$ cat config.mk
export PLATFORM = sky130hd
export DESIGN_NAME = threshold_alarm_severity_tracker
export DESIGN_NICKNAME = d
export VERILOG_FILES = /design/src/hdl/tast_pkg.sv /design/src/hdl/tast_classify.sv /design/src/hdl/tast_track.sv /design/src/hdl/threshold_alarm_severity_tracker.sv
export SDC_FILE = /design/constraint.sdc
export NUM_CORES = 1
export LEC_CHECK = 0
export BUFFER_PORTS_ARGS = -buffer_cell sky130_fd_sc_hd__buf_2
export CAP_MARGIN = 10
export CORE_MARGIN = 3
export CORE_UTILIZATION = 60
export CTS_CLUSTER_DIAMETER = 30
export DETAILED_ROUTE_END_ITERATION = 6
export MAX_ROUTING_LAYER = met4
export PLACE_DENSITY = 0.91
export SYNTH_ARGS = -nofsm -noshare
export SYNTH_HDL_FRONTEND = slang
export SYNTH_SLANG_ARGS = --single-unit
$ cat constraint.sdc
create_clock -name clk -period 10.2 [get_ports clk]
set_input_delay 2.04 -clock clk [delete_from_list [all_inputs] [get_ports clk]]
set_output_delay 2.04 -clock clk [all_outputs]
set_load 0.05 [all_outputs]
$ cat src/hdl/tast_pkg.sv
package tast_pkg;

	localparam int THR_W  = 32;
	localparam int HIST_W = 8;

	typedef logic [THR_W-1:0]  thr_t;
	typedef logic [HIST_W-1:0] hist_t;
	typedef logic [1:0]        sev_t;

	// severity codes, lower is worse
	localparam sev_t SEV_CRITICAL = 2'd0;
	localparam sev_t SEV_ERROR    = 2'd1;
	localparam sev_t SEV_WARNING  = 2'd2;
	localparam sev_t SEV_INFO     = 2'd3;

	typedef enum logic [1:0] {
		ST_UNKNOWN = 2'd0,
		ST_UP      = 2'd1,
		ST_DOWN    = 2'd2
	} dev_state_t;

	// direction_mode codes; the unused code behaves as rising
	localparam logic [1:0] DIR_FALLING = 2'd0;
	localparam logic [1:0] DIR_RISING  = 2'd1;
	localparam logic [1:0] DIR_AUTO    = 2'd2;

	// config register indexes
	localparam logic [1:0] REG_WARN  = 2'd0;
	localparam logic [1:0] REG_ERROR = 2'd1;
	localparam logic [1:0] REG_CRIT  = 2'd2;
	localparam logic [1:0] REG_DIR   = 2'd3;

	localparam hist_t HIST_RESET = 8'hff;

	typedef struct packed {
		thr_t       warn;
		thr_t       err;
		thr_t       crit;
		logic [1:0] dir;
	} cfg_t;

	typedef struct packed {
		logic up;
		thr_t thr;
		sev_t max_sev;
	} class_t;

	typedef struct packed {
		logic       up;
		thr_t       thr;
		sev_t       max_sev;
		sev_t       cur_sev;
		logic       log_now;
		sev_t       log_level;
		dev_state_t state;
		hist_t      hist;
	} result_t;

endpackage

$ cat src/hdl/tast_classify.sv
module tast_classify
	import tast_pkg::*;
(
	input  cfg_t   cfg,
	input  thr_t   sample,
	output class_t cls
);

	function automatic logic crosses(input thr_t v, input thr_t t, input logic rising);
		crosses = rising ? (v >= t) : (v <= t);
	endfunction

	logic rising;
	logic hit_warn;
	logic hit_err;
	logic hit_crit;

	always_comb begin
		if (cfg.dir == DIR_AUTO) begin
			rising = (cfg.crit >= cfg.warn);
		end else begin
			rising = (cfg.dir != DIR_FALLING);
		end
	end

	assign hit_warn = crosses(sample, cfg.warn, rising);
	assign hit_err  = crosses(sample, cfg.err,  rising);
	assign hit_crit = crosses(sample, cfg.crit, rising);

	// priority: critical, then error, then warning
	always_comb begin
		cls.up = ~hit_warn;
		if (hit_crit) begin
			cls.thr     = cfg.crit;
			cls.max_sev = SEV_CRITICAL;
		end else if (hit_err) begin
			cls.thr     = cfg.err;
			cls.max_sev = SEV_ERROR;
		end else if (hit_warn) begin
			cls.thr     = cfg.warn;
			cls.max_sev = SEV_WARNING;
		end else begin
			cls.thr     = cfg.warn;
			cls.max_sev = SEV_INFO;
		end
	end

endmodule

$ cat src/hdl/tast_track.sv
module tast_track
	import tast_pkg::*;
(
	input  logic    clk,
	input  logic    arst_n,
	input  logic    load,
	input  class_t  cls,
	output result_t res_s2
);

	sev_t       severity_q;
	dev_state_t state_q;
	hist_t      hist_q;

	sev_t       sev_d;
	dev_state_t state_d;
	hist_t      hist_d;
	logic       log_now;
	sev_t       log_lvl;

	always_comb begin
		sev_d   = severity_q;
		state_d = state_q;
		log_now = 1'b0;
		log_lvl = SEV_INFO;
		if (cls.up) begin
			if (state_q != ST_UP) begin
				state_d = ST_UP;
				log_lvl = severity_q;
				log_now = 1'b1;
				sev_d   = SEV_INFO;
			end
			hist_d = {1'b1, hist_q[HIST_W-1:1]};
		end else begin
			// step one level toward a worse ceiling, straight to a better one
			sev_d = (severity_q > cls.max_sev) ? (severity_q - 2'd1) : cls.max_sev;
			if (sev_d != severity_q) begin
				state_d = ST_DOWN;
				log_lvl = (sev_d < severity_q) ? sev_d : severity_q;
				log_now = 1'b1;
			end
			hist_d = {1'b0, hist_q[HIST_W-1:1]};
		end
	end

	always_ff @(posedge clk or negedge arst_n) begin
		if (!arst_n) begin
			severity_q <= SEV_INFO;
			state_q    <= ST_UNKNOWN;
			hist_q     <= HIST_RESET;
		end else if (load) begin
			severity_q <= sev_d;
			state_q    <= state_d;
			hist_q     <= hist_d;
		end
	end

	always_ff @(posedge clk) begin
		if (load) begin
			res_s2.up        <= cls.up;
			res_s2.thr       <= cls.thr;
			res_s2.max_sev   <= cls.max_sev;
			res_s2.cur_sev   <= sev_d;
			res_s2.log_now   <= log_now;
			res_s2.log_level <= log_lvl;
			res_s2.state     <= state_d;
			res_s2.hist      <= hist_d;
		end
	end

endmodule

$ cat src/hdl/threshold_alarm_severity_tracker.sv
// Threshold alarm severity tracker.
// Input channel (in_valid/in_ready) carries one sample word; output channel
// (out_valid/out_ready) returns one result word per sample, in order.
// Config is a plain write port (cfg_we, cfg_index, cfg_wdata), no wait, no
// read-back: 0 warn, 1 error, 2 critical threshold, 3 direction mode.
// Write config only while the block is empty.
// A sample is held in the input register, then moves into the result register.
// Throughput: one word per cycle while out_ready stays high, set by the single
// compare/update stage between the input register and the result register.
// Stall: the result register holds while out_ready is low; one more sample
// can sit in the input register, after which in_ready drops.
// Reset (arst_n low): thresholds 0, automatic direction, severity info,
// device state unknown, history 0xff, both stages empty.
module threshold_alarm_severity_tracker
	import tast_pkg::*;
(
	input  logic        clk,
	input  logic        arst_n,
	input  logic        cfg_we,
	input  logic [1:0]  cfg_index,
	input  logic [31:0] cfg_wdata,
	input  logic        in_valid,
	output logic        in_ready,
	input  logic [31:0] sample_value,
	output logic        out_valid,
	input  logic        out_ready,
	output logic        device_up,
	output logic [31:0] crossed_threshold,
	output logic [1:0]  max_severity,
	output logic [1:0]  current_severity,
	output logic        log_now,
	output logic [1:0]  log_level,
	output logic [1:0]  up_down_state,
	output logic [7:0]  history_rating
);

	cfg_t    cfg_q;
	thr_t    sample_s1;
	logic    valid_s1;
	logic    out_valid_q;
	logic    advance;
	class_t  cls;
	result_t res_s2;

	// config registers
	always_ff @(posedge clk or negedge arst_n) begin
		if (!arst_n) begin
			cfg_q.warn <= '0;
			cfg_q.err  <= '0;
			cfg_q.crit <= '0;
			cfg_q.dir  <= DIR_AUTO;
		end else if (cfg_we) begin
			unique case (cfg_index)
				REG_WARN:  cfg_q.warn <= cfg_wdata;
				REG_ERROR: cfg_q.err  <= cfg_wdata;
				REG_CRIT:  cfg_q.crit <= cfg_wdata;
				REG_DIR:   cfg_q.dir  <= cfg_wdata[1:0];
				default:   cfg_q.dir  <= cfg_q.dir;
			endcase
		end
	end

	// stage 1 moves into the result register when that slot is free or draining
	assign advance  = valid_s1 && (!out_valid_q || out_ready);
	assign in_ready = !valid_s1 || advance;

	always_ff @(posedge clk or negedge arst_n) begin
		if (!arst_n) begin
			valid_s1    <= 1'b0;
			out_valid_q <= 1'b0;
		end else begin
			if (in_ready) begin
				valid_s1 <= in_valid;
			end
			if (advance) begin
				out_valid_q <= 1'b1;
			end else if (out_ready) begin
				out_valid_q <= 1'b0;
			end
		end
	end

	always_ff @(posedge clk) begin
		if (in_valid && in_ready) begin
			sample_s1 <= sample_value;
		end
	end

	tast_classify u_classify (
		.cfg    (cfg_q),
		.sample (sample_s1),
		.cls    (cls)
	);

	// severity/state/history live here, updated once per word
	tast_track u_track (
		.clk    (clk),
		.arst_n (arst_n),
		.load   (advance),
		.cls    (cls),
		.res_s2 (res_s2)
	);

	assign out_valid         = out_valid_q;
	assign device_up         = res_s2.up;
	assign crossed_threshold = res_s2.thr;
	assign max_severity      = res_s2.max_sev;
	assign current_severity  = res_s2.cur_sev;
	assign log_now           = res_s2.log_now;
	assign log_level         = res_s2.log_level;
	assign up_down_state     = res_s2.state;
	assign history_rating    = res_s2.hist;

`ifndef SYNTHESIS
	// an up word shifts a one into the newest history bit
	a_hist_up: assert property (@(posedge clk) disable iff (!arst_n)
		advance && cls.up |=> history_rating[HIST_W-1] && out_valid)
		else $error("history did not record up status");

	// while up, stored severity is always info
	a_up_info: assert property (@(posedge clk) disable iff (!arst_n)
		out_valid && device_up |-> current_severity == SEV_INFO)
		else $error("severity not info on up word");

	// a down event logs at the worse of old and new severity
	a_down_lvl: assert property (@(posedge clk) disable iff (!arst_n)
		out_valid && log_now && !device_up |-> log_level <= current_severity)
		else $error("down log level above new severity");

	// full pipe with stalled receiver must back-pressure the sender
	a_backpress: assert property (@(posedge clk) disable iff (!arst_n)
		valid_s1 && out_valid && !out_ready |-> !in_ready)
		else $error("input accepted with both stages full");
`endif

endmodule

# Word-level counts from Yosys, hierarchy flattened
# Cells that the tools add are included.
op_classes:
  addsub: 1
  magnitude_cmp: 9
  eq_ne: 6
  n_mux: 23
  bitwise_logic: 1
  reduce_logical: 13
ops:
  columns: ["cell", "count"]
  rows:
  - ["greater-or-equal comparator 32 bit", 4]
  - ["less-or-equal comparator 32 bit", 3]
  - ["2-to-1 mux 34 bit", 2]
  - ["2-to-1 mux 2 bit", 10]
  - ["2-to-1 mux 1 bit", 10]
  - ["2-to-1 mux 8 bit", 1]
  - ["AND reduction 2 bit", 4]
  - ["== test 2 bit (second input constant)", 3]
  - ["nonzero test 2 bit", 2]
  - ["== test 2 x 1 -> 1 bit (second input constant)", 1]
  - ["greater-than comparator 2 bit", 1]
  - ["logical AND 1 bit", 2]
  - ["logical NOT 1 bit", 2]
  - ["logical NOT 2 bit", 1]
  - ["logical OR 1 bit", 2]
  - ["less-than comparator 2 bit", 1]
  - ["!= test 2 x 1 -> 1 bit (second input constant)", 1]
  - ["!= test 2 bit", 1]
  - ["subtractor 2 x 1 -> 2 bit (second input constant)", 1]
  - ["NOT 1 bit", 1]
word_totals:
  ff_bits: 194
  input_bits: 71
  wordCells: 71

# Logic depth before layout (Yosys ltp)
# Gate-level depths: netlist of the first run.
depth:
  depth_word: 12
  ltp_mapped: 23
  depth_no_buf: 21

# Cells and area by module
# From an unflattened synthesis of the first run, not the netlist that was laid out.
unflattened:
  cells_unflattened: 917
  area_unflattened_um2: 10895.4
by_module_without_submodules:
  columns: ["module", "n_inst", "cells_each", "area_per_inst_um2"]
  rows:
  - ["threshold_alarm_severity_tracker", 1, 249, 4754.6]
  - ["tast_classify", 1, 544, 3940.0]
  - ["tast_track", 1, 124, 2200.9]

# Worst setup path after synthesis of the first run
# OpenSTA, ideal clock, no wires.
synth_path:
  kind: "input-to-output"
  startpoint: "in out_ready"
  endpoint: "out in_ready"
  arrival_ns: 2.523
  t_required_ns: 8.160
  path_slack_ns: 5.637
  path_stages: 1
  path_cell_list: "nand3b_1"
synth_via:
  elab_chain_cells: 3
synth_rtl:
  columns: ["item", "line", "rtl"]
  rows:
  - ["start: declaration", "threshold_alarm_severity_tracker.sv:26", "input logic out_ready,"]
  - ["logical OR 1 bit", "threshold_alarm_severity_tracker.sv:64", "assign advance = valid_s1 && (!out_valid_q || out_ready);"]
  - ["logical AND 1 bit", "threshold_alarm_severity_tracker.sv:64", null]
  - ["logical OR 1 bit", "threshold_alarm_severity_tracker.sv:65", "assign in_ready = !valid_s1 || advance;"]
  - ["end: declaration", "threshold_alarm_severity_tracker.sv:23", "output logic in_ready,"]
# Every way passes these cells.

# Worst setup path in the final report of the first run
layout_path:
  startpoint: "reg sample_s1[23]"
  endpoint: "reg, netlist name u_track.res_s2[10]"
layout_via:
  elab_chain_cells: 11
  word_cells_on_any_way: 19
  cone_classes: "order compare (8); eq/ne (1); mux (10)"
layout_rtl:
  columns: ["item", "line", "rtl"]
  rows:
  - ["start: declaration", "threshold_alarm_severity_tracker.sv:38", "thr_t sample_s1;"]
  - ["start signal: assignment", "threshold_alarm_severity_tracker.sv:85", "sample_s1 <= sample_value;"]
  - ["less-or-equal comparator 32 bit or greater-or-equal comparator 32 bit (tied branches)", "tast_classify.sv:10", "crosses = rising ? (v >= t) : (v <= t);"]
  - ["2-to-1 mux 1 bit", "tast_classify.sv:10", null]
  - ["2-to-1 mux 1 bit", "tast_classify.sv:39", "end else if (hit_warn) begin"]
  - ["2-to-1 mux 34 bit", "tast_classify.sv:36", "end else if (hit_err) begin"]
  - ["2-to-1 mux 34 bit", "tast_classify.sv:33", "if (hit_crit) begin"]
  - ["greater-than comparator 2 bit", "tast_track.sv:36", "sev_d = (severity_q > cls.max_sev) ? (severity_q - 2'd1) : cls.max_sev;"]
  - ["2-to-1 mux 2 bit", "tast_track.sv:36", null]
  - ["less-than comparator 2 bit", "tast_track.sv:39", "log_lvl = (sev_d < severity_q) ? sev_d : severity_q;"]
  - ["2-to-1 mux 2 bit", "tast_track.sv:39", null]
  - ["2-to-1 mux 2 bit", "tast_track.sv:37", "if (sev_d != severity_q) begin"]
  - ["2-to-1 mux 2 bit *", "tast_track.sv:26", "if (cls.up) begin"]
  - ["via u_track.log_lvl[0]", "tast_track.sv:19", "sev_t log_lvl;"]
# The timed path passes the listed nets; every way through them passes the cells marked *.
# A chain may end at the register's enable or synchronous reset.

==> impl_metrics.yaml, run 1 <==
status:
  status: "completed"
hold_path:
  hold_path_class: "reg -> reg"
grt:
  grt_max_degree: 64
  antenna_found_initial: 2
  grt.total_usage_pct: 27.3
  grt_pass1_wl_um: 40900
  grt_pass1_vias: 8130
  gr-total-overflow: 0
synthesis:
  synth_fp_nets: 1178
  synth_top_area_share_pct: 23.6
  syn_inst: 974
  syn_avg_cell_area_sq_um: 11.0
  synth_common_cells: "133 x ha_1, 122 x nand2_1, 103 x inv_1"
  synth_edf_count: 81
  synthFlopType: "dfrtp_1"
  netlist_area_sq_um: 10700
  yosysSeqAreaShare_pct: 48.8
  synth_top_area_cell: "dfrtp_1"
  ys_async_sr_fraction_pct: 57.8
  ys_types: 55
  synth_warnings: 0
  synth_area_leaders: "dfrtp_1 24%, edfxtp_1 23%, ha_1 16%"
  yosysMostFrequentCell: "ha_1"
  yosys_register_bits: 192
routing:
  wl_um: 25300
  viasPerCell: 5.95
  route.vias.total: 7947
  drcViolationCount: 0
  first_pass_iters: 5
  drt-wirelength-per-cell_um: 18.9
  drtIter0Drc: 542
  antenna_left: 0
cts:
  htree_levels: 4
  cts_sinks: 192
  cts_buffers: 17
  cts_setup_buffers: 0
  tritoncts: "built"
  postCtsResizedCells: 0
  path_clk_slew_ps: 70
  root_buffer: "clkbuf_16"
  clockBufferDepth: 2
  postCtsHoldBufs: 0
  clk_latency_ps: 450
job:
  maxCapViolations: 0
worst_setup_path:
  worstPathArrival_ps: 5250
  critPathKind: "reg -> reg"
  start_kind: "flip-flop"
  crit_path_max_fanout: 16
  critPathRequiredTime_ps: 10400
  cp-end-kind: "flip-flop"
placement:
  io_buffers: 122
  gp_congestion: 0.938
  pre_cts_slack_ps: 5190
  dpl.hpwl_um: 18300
final_layout:
  area_delta_synth_final_pct: 13.0
  nets: 1299
  final_layout_size_suffix_gt1_share_pct: 22.7
floorplan:
  coreArea_sq_um: 17400
  initial_core_util_pct: 61.6
  io_pins: 123
  fp.dieArea_sq_um: 19500
  die_h_um: 140
  dieWidth_um: 140
  rows: 48
pwr:
  powerDensity_nw_per_um2: 248
  combPwrFrac_pct: 41.0
  pwr-share-clk_pct: 21.4
  finalPower_mw: 3.00
  p_sw_share_pct: 40.7
  power_switching_mw: 1.22
  irDropWorstVdd_mv: 0.226
  sequentialPowerShare_pct: 37.6
  p_int_mw: 1.78
  p_leak_nw: 5.68
sta:
  drv_slew: 0
  hold_viol_final: 0
  tightest_slew_ps: 780
  fin_ws_ps: 5150
  period_share_pct: 49.5
  slew_headroom_pct: 48.0
  rsz0062_at_grt: "no"
  min_period_ps: 5050
  setup-tns-final_ps: 0
  skew_ps: 9.68
  max_freq_mhz: 198
  finalSetupViolCount: 0
==> power groups by stage <==
stage          logic [mW]  clock network (mW)  registers (mW)
2_1_floorplan       0.718                   0            1.33
3_3_place_gp         1.16                   0            1.13
3_5_place_dp         1.20                   0            1.14
4_1_cts              1.22               0.651            1.13
5_1_grt              1.35               0.684            1.15
6_report             1.23               0.643            1.13
==> worst max-delay path, cell delays in order, from the launching register on <==
cell	delay [ps]
edfxtp_1	470
ha_1	340
nand4_1	180
nor4_1	410
a22oi_1	130
a21boi_0	390
a211oi_1	100
a221o_2	540
nand2b_4	210
ha_1	320
nor2b_1	140
o21ai_0	410
nor2_1	90
a21oi_1	150
ha_1	270
nand2b_1	160
a21o_1	190
nor2_1	80
o211a_1	170
nor3_2	40
==> kinds of logic (layout without fill, tap and decap cells) <==
logic type	count (synthesis)	after routing	share of synthesized area, %
multiplexers	99	99	10.0
flip-flops	192	192	48.8
other	0	2	0
AND/OR/NAND/NOR	216	216	9.39
adder cells (fa/ha/maj)	133	133	15.6
XOR/XNOR	3	3	0.246
AO/OA/AOI/OAI	198	198	11.0
buffers and inverters	133	267	4.92
==> path summary, 6_finish.rpt <==
check	from	to	slack, ps	cells after the start
worst max-delay path	sample_s1[23]$_DFFE_PP_	u_track.res_s2[10]$_DFFE_PP_	5150	19
worst min-delay path	u_track.hist_q[3]$_DFFE_PN1P_	u_track.hist_q[3]$_DFFE_PN1P_	470	2
worst max register to register	sample_s1[23]$_DFFE_PP_	u_track.res_s2[10]$_DFFE_PP_	5150	19
worst min register to register	u_track.hist_q[3]$_DFFE_PN1P_	u_track.hist_q[3]$_DFFE_PN1P_	470	2
max in group asynchronous	arst_n	cfg_q[61]$_DFFE_PN0P_	7360	2
min in group asynchronous	arst_n	cfg_q[74]$_DFFE_PN0P_	1620	1
==> layout make-up <==
| type | count | area, sq um |
|---|---|---|
| fillers | 1186 | 5260 |
| flip-flops and latches | 192 | 5220 |
| multi-input cells | 649 | 4960 |
| repair buffers | 131 | 681 |
| clock buffers | 18 | 439 |
| inverters | 104 | 390 |
| well taps | 225 | 282 |
| clock inverters | 14 | 120 |
| diodes | 2 | 5.00 |
==> metal layers <==
| layer | vias to the layer above | routed length, um | GRT usage, % |
|---|---|---|---|
| met2 | 307 | 12200 | 43.8 |
| met1 | 3842 | 10600 | 34.4 |
| met3 | 64 | 1660 | 5.29 |
| li1 | 3734 | - | - |
| met4 | 0 | 797 | 10.9 |
| met5 | - | 0 | - |
==> state kept, by name, indices dropped and copies added, names as in the netlist <==
signal              cells
u_track.hist_q          7
sample_s1              32
u_track.state_q         2
out_valid               1
u_track.severity_q      2
cfg_q                  98
u_track.res_s2         49
valid_s1                1
==> stage by stage <==
step / instance area, sq um / hold WS, ps / instances / util (%)
floorplan: 10700 / 437 / 974 / -
global placement: 11500 / 448 / 1301 / 66.4
CTS: 12100 / 470 / 1333 / 69.7
finish: 12100 / 468 / 1335 / 69.7
global route: 12100 / 488 / 1335 / 69.7
detailed placement: 11500 / 458 / 1301 / 66.4
==> layout by cell type (no fill, tap or decap), types with 4 or more instances in the layout <==
cell,synthesis,routed
nor2b_1,7,7
buf_4,4,10
o211a_1,4,4
buf_2,4,121
inv_1,103,102
o21ai_0,76,76
edfxtp_1,81,81
nor2_1,16,16
mux2i_1,32,32
a21boi_0,4,4
mux2_2,67,67
a21oi_1,59,59
ha_1,133,133
nor3_1,10,10
o21a_1,5,5
dfstp_2,10,10
nand4_1,21,21
nand2_1,122,122
dfrtp_1,101,101
nand2b_1,7,7
inv_6,0,4
o21ai_1,6,6
nand3_1,15,15
a211oi_1,4,4
clkbuf_16,0,17
a21o_1,17,17
(Power assumes the default switching activity.)
==> run 2: changes to the inputs <==
--- a/config.mk
+++ b/config.mk
@@ -8,11 +8,11 @@
 export BUFFER_PORTS_ARGS = -buffer_cell sky130_fd_sc_hd__buf_2
 export CAP_MARGIN = 10
 export CORE_MARGIN = 3
-export CORE_UTILIZATION = 60
+export CORE_UTILIZATION = 54
 export CTS_CLUSTER_DIAMETER = 30
 export DETAILED_ROUTE_END_ITERATION = 6
 export MAX_ROUTING_LAYER = met4
-export PLACE_DENSITY = 0.91
+export PLACE_DENSITY = 0.87
 export SYNTH_ARGS = -nofsm -noshare
 export SYNTH_HDL_FRONTEND = slang
 export SYNTH_SLANG_ARGS = --single-unit
==> constraint.sdc (replaced) <==
create_clock -name clk -period 4.2 [get_ports clk]
set_input_delay 0.84 -clock clk [delete_from_list [all_inputs] [get_ports clk]]
set_output_delay 0.84 -clock clk [all_outputs]
set_load 0.05 [all_outputs]
==> impl_metrics.yaml, run 2 (synthesis results as in run 1) <==
sta:
  max_freq_mhz: 231
  rsz0062_at_grt: "yes"
  hold_viol_final: 0
  fin_hold_ws_ps: 405
  min_period_ps: 4330
  skew_ps: 8.90
  fin_ws_ps: -126
  period_share_pct: 103
  finalSetupViolCount: 2
  slew_headroom_pct: 42.1
  tightest_slew_ps: 866
  drv_slew: 0
cts:
  path_clk_slew_ps: 70
  postCtsHoldBufs: 0
  cts_sinks: 192
  root_buffer: "clkbuf_16"
  clk_latency_ps: 440
  clockBufferDepth: 2
  htree_levels: 4
  cts_buffers: 17
  tritoncts: "built"
pwr:
  p_leak_nw: 6.20
  powerDensity_nw_per_um2: 607
  irDropWorstVdd_mv: 0.387
  finalPower_mw: 8.07
grt:
  grt_max_degree: 67
  antenna_found_initial: 1
  grt_pass1_wl_um: 43500
  grt_pass1_vias: 8443
  grt.total_usage_pct: 26.4
  gr-total-overflow: 0
worst_setup_path:
  critPathRequiredTime_ps: 4390
  cp-end-kind: "flip-flop"
  crit_path_max_fanout: 3
  worstPathArrival_ps: 4520
  start_kind: "flip-flop"
  critPathKind: "reg -> reg"
final_layout:
  postLayoutCoreUtil_pct: 69.7
  fin_cells: 1463
  reg_top3: "cfg_q (98), u_track.res_s2 (49), sample_s1 (32)"
  mostFrequentLayoutCells: "121 x buf_2, 119 x nand2_1, 117 x ha_1, 101 x dfrtp_1, 100 x buf_4"
  final_layout_size_suffix_gt1_share_pct: 32.9
  area_delta_synth_final_pct: 24.2
  final_common_cell: "buf_2"
  stdcell_area_sq_um: 13300
  regMostFlops: "cfg_q"
  nets: 1393
  largest_reg_flops: 98
routing:
  drtIter0Drc: 737
  route.vias.total: 8272
  wl_um: 27800
  viasPerCell: 5.65
  drt-wirelength-per-cell_um: 19.0
  antenna_left: 0
  first_pass_iters: 7
  drcViolationCount: 1
floorplan:
  rows: 50
  initial_core_util_pct: 56.1
  coreArea_sq_um: 19100
  io_pins: 123
  dieWidth_um: 147
  fp.dieArea_sq_um: 21500
  die_h_um: 147
job:
  maxCapViolations: 0
status:
  status: "complete, but fails checks"
  violations: "design-rule violations, negative setup slack"
placement:
  dpl.hpwl_um: 19600
  io_buffers: 122
  place_area_sq_um: 12200
  dp_cells: 1417
  gp_congestion: 0.899
hold_path:
  hold_path_class: "in -> async"
==> run 2: routing by layer <==
metal  up-vias  track usage (%)  share of wire (%)
li1       3904                -                  -
met1      4028             34.4                 44
met2       292             42.7                 48
met3        48             4.16                5.8
met4         0             8.65                2.2
met5         -                -                  0
==> run 2: area by class of cell <==
| cell class | instances | area, sq um |
|---|---|---|
| repair buffers | 225 | 1400 |
| diodes | 1 | 2.50 |
| clock inverters | 15 | 135 |
| clock buffers | 17 | 425 |
| well taps | 260 | 325 |
| inverters | 104 | 390 |
| multi-input cells | 649 | 5390 |
| flip-flops and latches | 192 | 5220 |
| fillers | 1315 | 5790 |
==> run 2: power breakdown <==
| part | switching (mW) | internal (mW) | total, mW |
|---|---|---|---|
| logic | 2.22 | 1.53 | 3.75 |
| registers | 0.246 | 2.48 | 2.73 |
| clock network | 0.761 | 0.824 | 1.58 |
| total | 3.23 | 4.84 | 8.07 |
==> run 2: timing repair <==
item,CTS,global route
gates resized for setup,22,48
setup buffers,4,10
endpoints found under the setup margin,7,7
pin swaps,17,42
==> run 2: final timing paths <==
path	cells after the start	startpoint	end	slack (ps)
setup / recovery	22	sample_s1[13]$_DFFE_PP_	u_track.res_s2[10]$_DFFE_PP_	-130
hold / removal	1	arst_n	cfg_q[12]$_DFFE_PN0P_	410
setup reg to reg	22	sample_s1[13]$_DFFE_PP_	u_track.res_s2[10]$_DFFE_PP_	-130
hold reg to reg	2	u_track.hist_q[1]$_DFFE_PN1P_	u_track.hist_q[1]$_DFFE_PN1P_	460
max in group asynchronous	2	arst_n	cfg_q[29]$_DFFE_PN0P_	2840
min in group clk	2	u_track.hist_q[1]$_DFFE_PN1P_	u_track.hist_q[1]$_DFFE_PN1P_	460
==> run 2: through the flow <==
stage / TNS (ps) / setup slack [ps]
2_1_floorplan: 0 / 5.53
3_5_place_dp: -380 / -172
4_1_cts: 0 / 7.48
3_3_place_gp: -143 / -111
5_1_grt: -647 / -282
6_report: -166 / -126
==> run 2: critical path, stage by stage (launching register included) <==
cell	delay, ps
edfxtp_1	490
buf_6	180
ha_4	210
nand4_1	190
nor3_2	90
a21boi_2	170
o41ai_2	430
buf_4	180
o211a_4	190
xor2_4	160
nand2_2	100
a21oi_4	190
ha_4	220
nand2_2	100
o21ai_4	80
nor2_1	110
a21oi_1	60
ha_1	330
nand2b_4	150
a21o_1	160
nor2_1	100
o211a_1	160
nor3_2	40
